==> config.mk <==
export PLATFORM = sky130hd
export DESIGN_NAME = tmpg_coord
export DESIGN_NICKNAME = d
export VERILOG_FILES = /design/src/hw/rtl/tmpg_pkg.sv /design/src/hw/rtl/tmpg_coord.sv
export SDC_FILE = /design/constraint.sdc
export NUM_CORES = 1
export LEC_CHECK = 0
export ABC_AREA = 1
export BUFFER_PORTS_ARGS = -buffer_cell sky130_fd_sc_hd__buf_2
export CORE_ASPECT_RATIO = 1.25
export CORE_MARGIN = 2
export CORE_UTILIZATION = 30
export DETAILED_ROUTE_END_ITERATION = 10
export SETUP_SLACK_MARGIN = 0.1
export SLEW_MARGIN = 5
export SYNTH_ARGS = -nofsm -noshare
export SYNTH_HDL_FRONTEND = slang
export SYNTH_SLANG_ARGS = --single-unit
==> constraint.sdc <==
create_clock -name clk_i -period 0.8 [get_ports clk_i]
set_input_delay 0.16 -clock clk_i [delete_from_list [all_inputs] [get_ports clk_i]]
set_output_delay 0.16 -clock clk_i [all_outputs]
set_load 0.05 [all_outputs]
==> src/hw/rtl/tmpg_pkg.sv <==
// tile map pixel generator: shared types, codes, constants and helpers
// no dependencies; imported by every module of the block
package tmpg_pkg;

  localparam int unsigned MemAw     = 13;
  localparam int unsigned DataW     = 8;
  localparam int unsigned CoordW    = 10;
  localparam int unsigned RowW      = 9;
  localparam int unsigned CfgW      = 10;
  localparam int unsigned CfgIdxW   = 3;
  localparam int unsigned TileColW  = 7;
  localparam int unsigned TileRowW  = 6;
  localparam int unsigned PixW      = 3;
  localparam int unsigned NibW      = 4;

  // coordinate offsets
  localparam logic [CoordW-1:0] ColOfs  = CoordW'(3);
  localparam logic [CoordW-1:0] RowOfs  = CoordW'(4);
  localparam logic [CoordW-1:0] ZoomOfs = CoordW'(2);

  typedef enum logic {
    KIND_WRITE = 1'b0,
    KIND_PIXEL = 1'b1
  } kind_e;

  typedef enum logic [1:0] {
    MEM_NAME    = 2'd0,
    MEM_ATTR    = 2'd1,
    MEM_PATTERN = 2'd2,
    MEM_PALETTE = 2'd3
  } mem_sel_e;

  typedef enum logic [CfgIdxW-1:0] {
    CFG_TEXT_EN   = 3'd0,
    CFG_ZOOM_H    = 3'd1,
    CFG_ZOOM_V    = 3'd2,
    CFG_SCROLL_H  = 3'd3,
    CFG_SCROLL_V  = 3'd4
  } cfg_idx_e;

  typedef struct packed {
    logic              text_en;
    logic              zoom_h;
    logic              zoom_v;
    logic [CoordW-1:0] scroll_h;
    logic [CoordW-1:0] scroll_v;
  } cfg_t;

  // memory write carried along the pipe
  typedef struct packed {
    mem_sel_e         sel;
    logic [MemAw-1:0] addr;
    logic [DataW-1:0] data;
  } wr_t;

  // after coordinate mapping
  typedef struct packed {
    kind_e            kind;
    wr_t              wr;
    logic [MemAw-1:0] tile;
    logic [PixW-1:0]  px;
    logic [PixW-1:0]  py;
    logic             bank;
  } s1_t;

  // after name and attribute lookup
  typedef struct packed {
    kind_e            kind;
    wr_t              wr;
    logic [DataW-1:0] name;
    logic [DataW-1:0] attr;
    logic [PixW-1:0]  px;
    logic [PixW-1:0]  py;
    logic             bank;
  } s2_t;

  // after pattern fetch
  typedef struct packed {
    kind_e            kind;
    wr_t              wr;
    logic [DataW-1:0] pattern;
    logic [DataW-1:0] attr;
    logic             hi_nib;
    logic             bank;
  } s3_t;

  // 4-bit channel {hi, i_hi, lo, i_lo} repeated into 8 bits
  function automatic logic [DataW-1:0] expand_channel(logic hi, logic lo, logic [1:0] inten);
    logic [NibW-1:0] c4;
    c4 = {hi, inten[1], lo, inten[0]};
    return {c4, c4};
  endfunction

endpackage

==> src/hw/rtl/tmpg_coord.sv <==
// tile map pixel generator, first stage: scroll and zoom mapping, tile address
// depends on tmpg_pkg
module tmpg_coord import tmpg_pkg::*; (
  input  logic              clk_i,
  input  logic              rst_ni,
  input  logic              load_i,
  input  logic              in_valid_i,
  input  logic              kind_i,
  input  logic [1:0]        memory_select_i,
  input  logic [MemAw-1:0]  write_address_i,
  input  logic [DataW-1:0]  write_data_i,
  input  logic [CoordW-1:0] screen_column_i,
  input  logic [RowW-1:0]   screen_row_i,
  input  cfg_t              cfg_i,
  output logic              valid_o,
  output s1_t               s1_o
);

  logic              valid_q;
  s1_t               s1_d, s1_q;
  logic [CoordW-1:0] col_base, row_base, vx, vy;
  logic [TileRowW-1:0] tile_row;

  // offset, zoom and scroll, wrapped to the 1024 plane
  always_comb begin
    if (cfg_i.zoom_h) begin
      col_base = {1'b0, screen_column_i[CoordW-1:1]} + ZoomOfs;
    end else begin
      col_base = screen_column_i + ColOfs;
    end
    if (cfg_i.zoom_v) begin
      row_base = {2'b00, screen_row_i[RowW-1:1]} + ZoomOfs;
    end else begin
      row_base = {1'b0, screen_row_i} + RowOfs;
    end
    vx = col_base + cfg_i.scroll_h;
    vy = row_base + cfg_i.scroll_v;
  end

  // tile address and palette bank
  always_comb begin
    if (cfg_i.text_en) begin
      tile_row = {vy[8:4], vy[9]};
    end else begin
      tile_row = vy[8:3];
    end
    s1_d.kind     = kind_e'(kind_i);
    s1_d.wr.sel   = mem_sel_e'(memory_select_i);
    s1_d.wr.addr  = write_address_i;
    s1_d.wr.data  = write_data_i;
    s1_d.tile     = {tile_row, vx[CoordW-1:PixW]};
    s1_d.px       = vx[PixW-1:0];
    s1_d.py       = vy[PixW-1:0];
    s1_d.bank     = cfg_i.text_en ? vy[3] : vy[9];
  end

  // stage valid
  always_ff @(posedge clk_i or negedge rst_ni) begin
    if (!rst_ni) begin
      valid_q <= 1'b0;
    end else if (load_i) begin
      valid_q <= in_valid_i;
    end
  end

  // stage payload
  always_ff @(posedge clk_i) begin
    if (load_i) begin
      s1_q <= s1_d;
    end
  end

  assign valid_o = valid_q;
  assign s1_o    = s1_q;

endmodule

Word-level counts from Yosys, hierarchy flattened
Index checks and enable logic that the tools add are counted.
{"block": "classes", "addsub": 6, "n_mux": 4}
{"operator": "$add A10 B10 Y10", "count": 2}
{"operator": "$mux W10", "count": 2}
{"operator": "$add A10 B2 Y10 const B", "count": 1}
{"operator": "$add A9 B2 Y10 const B", "count": 1}
{"operator": "$add A9 B3 Y10 const B", "count": 1}
{"operator": "$add A8 B2 Y9 const B", "count": 1}
{"operator": "$mux W1", "count": 2}
{"block": "word_totals", "in_bits": 70, "output_inout_bits": 45, "register_bits": 45}

Logic depth before layout (Yosys ltp)
{"block": "depth", "ltp_word": 4, "mapped_depth": 16, "mapped_depth_nobuf": 16}

Worst setup path after synthesis
Ideal clock, no wire load.
{"block": "synth_timing", "path_kind": "input to register", "start": "input port screen_row_i[2]", "end": "register s1_q, in the netlist s1_o[0], data pin", "path_buffers": 0, "setup_slack_ns": -1.227, "path_stages": 13, "arrival_time_ns": 1.773, "setup_time_ns": 0.253, "cell_sequence": "ha_1 > nand2_1 > nor2_1 > nand3_1 > xor2_1 > o21ai_0 > ha_1 > nand2_1 > a21oi_1 > nor3b_1 > nand3_1 > nand3_1 > nand2_1"}
{"item": "start, declared", "line_no": "tmpg_coord.sv:13", "source": "input logic [RowW-1:0] screen_row_i,"}
{"item": "end signal, assigned", "line_no": "tmpg_coord.sv:69", "source": "s1_q <= s1_d;"}
{"item": "end, declared", "line_no": "tmpg_coord.sv:20", "source": "s1_t s1_d, s1_q;"}

==> results.md <==
* Multiplexer area fraction after synthesis at 0.4007%
* Root Buffer: clkbuf_16
* Total iterations of the first detailed-routing run at 4
* CP startpoint kind: primary input
* Final WL at 7539 um
* Placed instance area at 4129 um2
* # nets final at approximately 590
* Count leader, synth: nand2_1
* Max-cap violation count at 0
* Worst stage delay on the critical path at 0.33 ns
* Measured slew at the worst slew-check pin at 0.2813 ns
* Largest family of logic cells by synthesized area: simple AND/OR/NAND/NOR gates
* 1st-iter DRT viols at 81
* Final min period at 1.779 ns
* Sequential fraction of the synthesis area at 47.91%
* Setup WS post-layout at -0.9791 ns
* Starting Density at 30.80%
* Core area at 9125 um2
* Global-route usage over all layers at 14.30%
* CP required at approximately 0.83 ns
* Synth Area in Compound Gates at 9.038%
* Largest net degree at the start of global routing at 35
* Grt ovf at 0
* H-tree depth at 2
* DRC viols at 0
* Critical-path cell list: buf_8, ha_4, buf_6, xnor2_4, o21ai_1, ha_1, buf_4, a21oi_4, nand2_2, nand4_1, nand3_1, xor2_1
* Status: finished with violations
* Leading area contributor after synthesis: edfxtp_1
* Reg2Reg Setup Slack at 0.03 ns
* Failing checks: negative setup slack
* Critical Path AT at 1.81 ns
* Final Util at 56.29%
* Relative slew slack at between 80% and 90%
* Syn Area/Cell at 9.399 um2
* Cell depth of the worst flop-to-flop path at 1
* Wirelength per Cell at 12.22 um
* FMAX at 562.1 MHz
* Post-Synth Adder-Cell Area at 10.77%
* Post-route ant nets at 0
* Commonest cells in the netlist: nand2_1 (61), edfxtp_1 (44), inv_1 (40)
* Reg2Reg Capture Point: valid_o
* Initial antenna violation count at 0
* Worst-path clk slew at 0.06 ns
* Filler Cell Count at just under 800
* Clock skew at 0 ns
* Final critical-path share of the clock period at 222.4%
* CTS max path bufs at 2
* CTS tree: done
* Fin area at 5136 um2
* Width of the die at between 90 and 100 um
* Yosys warns at 0
* Vias per Instance at between 4 and 5
* CP Capture Type: flip-flop
* Kind of critical path: in -> reg
* Die area at 10160 um2
* Leakage power at 0.002380 uW
* Synth area leaders: edfxtp_1 (47%), ha_1 (9.3%), nand2_1 (8.1%), xor2_1 (5.6%), inv_1 (5.3%)
* Worst hold path depth at 1
* CP max-delay cell: ha_1
* CP bufs+invs at 3
* Seq cells post-synth at 45
* Syn_nets at 392
* Post-place setup slack at -1.408 ns
* Port bufs at 114
* Hold WC Path Type: in -> reg
* Area delta synth->final at 82.77%
* Synth top area share at 47.02%
* Post-synth EDFFs at 44
* Post-Synth XOR/XNOR Area at 7.168%
* Simple-gate share of the synthesized area at about 18%
* Asr flop ratio synth at 2.222%
* Num ports at 115
* Mapped Cells at 299
* CP max FO at 3
* Clock latency on the worst-skew pair at 0.28 ns
* Final Hold Viols at 0
* Most used DFF post-synth: edfxtp_1
* Max-slew violation count at 0
* Unique masters post-synth at 31
* Detailed placer's ending HPWL at 5545 um
* Vias at approximately 2800
* CTS Sinks at 45
* Die height at between 100 and 150 um
* Beginning of the worst register-to-register path: valid_o
* Post-Syn Area at 2810 um2
* Crit-path leading delay family: adder cells
* Total power at 9173 uW
* First-pass GRT wire length at 11870 um
* WHS Endpoint: s1_o[34]
* Vias in the first global route at ~2700
* Site Rows at 39
* RePlAce Congestion at 0.8325
* Final setup vio count at 63
* N_diodes at 0
* Cell Pwr Density at roughly 1800 nW/um2
* Hold path start: write_address_i[6]
* Worst vdd ir at 1020 uV
* RSZ-0062 raised after global routing: yes
* Ratio of cells with drive above 1 in the final layout at between 50 and 60%
* Num CTS Buffers at 5
metal layers:
layer	track usage (%)	share of wire, %	vias up	routed length, um
met4	5.333	1.7	0	128
met3	2.282	4.2	9	313
met2	27.36	56	76	4212
li1	-	-	1406	-
met1	15.72	38	1289	2885
met5	0	0	-	0
layout make-up:
type	instances	area, um2	area share [%]
clock buffer	5	125.1	2.436
clock inverter	3	12.51	0.2436
inverter	42	185.2	3.605
multi-input combinational	209	1733	33.74
sequential	45	1348	26.24
tap	123	153.9	2.996
timing repair buffer	190	1579	30.74
flip-flops by register name (all words and copies together) (netlist names):
signal   flops
valid_o      1
s1_o        44
power by group:
group          internal, uW  switching, uW  total, uW  leakage [uW]
combinational          1830           2340       4170       0.00187
clock                  1130            757       1880     0.0000687
sequential             2990            134       3120      0.000441
cells in the final DEF, fill, tap and decap left out, types with 2 or more instances in the layout:
| cell type | n |
|---|---|
| clkinv_1 | 2 |
| nor2_4 | 3 |
| buf_12 | 3 |
| buf_8 | 5 |
| o21ai_1 | 10 |
| ha_1 | 11 |
| inv_1 | 30 |
| nand2_1 | 45 |
| o22ai_1 | 2 |
| a21oi_1 | 6 |
| buf_2 | 60 |
| buf_6 | 60 |
| o21ai_0 | 5 |
| nand2_4 | 4 |
| nor2_1 | 7 |
| xor2_1 | 17 |
| xnor2_1 | 3 |
| nand4_1 | 5 |
| nand2_2 | 15 |
| a21oi_4 | 4 |
| nand3_1 | 18 |
| ha_4 | 10 |
| clkbuf_16 | 5 |
| o21ai_4 | 4 |
| inv_2 | 8 |
| nand3_2 | 8 |
| fa_2 | 2 |
| a21oi_2 | 8 |
| edfxtp_1 | 44 |
| nor2_2 | 6 |
| o21ai_2 | 3 |
| buf_4 | 60 |
stage by stage:
stage	setup TNS, ns	hold WS (ns)	std cells
after floorplan	-15.50	-0.1356	299
after global placement	-22.35	-0.06574	590
after detailed placement	-23.21	-0.06407	590
after CTS	-22.89	0.04308	609
after global routing	-25.63	0.03905	617
final	-22.90	0.05246	617
worst max path at each step:
| stage | from | to | slack, ns | depth (start not counted) |
|---|---|---|---|---|
| floorplan | screen_row_i[3] | s1_o[14] | -1.15 | 13 |
| global placement | screen_row_i[3] | s1_o[14] | -1.33 | 14 |
| detailed placement | screen_row_i[2] | s1_o[14] | -1.41 | 14 |
| CTS | screen_column_i[2] | s1_o[13] | -0.99 | 17 |
| global route | screen_row_i[2] | s1_o[0] | -1.13 | 14 |
| finish | screen_row_i[2] | s1_o[19] | -0.98 | 12 |
cell families after synthesis:
group,after synthesis
xor+xnor,23
buf+inv,45
mux,1
fa+ha+maj,23
flops,45
compound gates,47
simple gates,115
what timing repair did:
item,CTS,global route
endpoints found under the hold margin,1,0
gates cloned,0,0
buffers inserted,10,10
pin swaps,52,40
gates resized for setup,157,42
hold buffers,1,0
endpoints found under the setup margin,66,65
(Power assumes the default switching activity.)
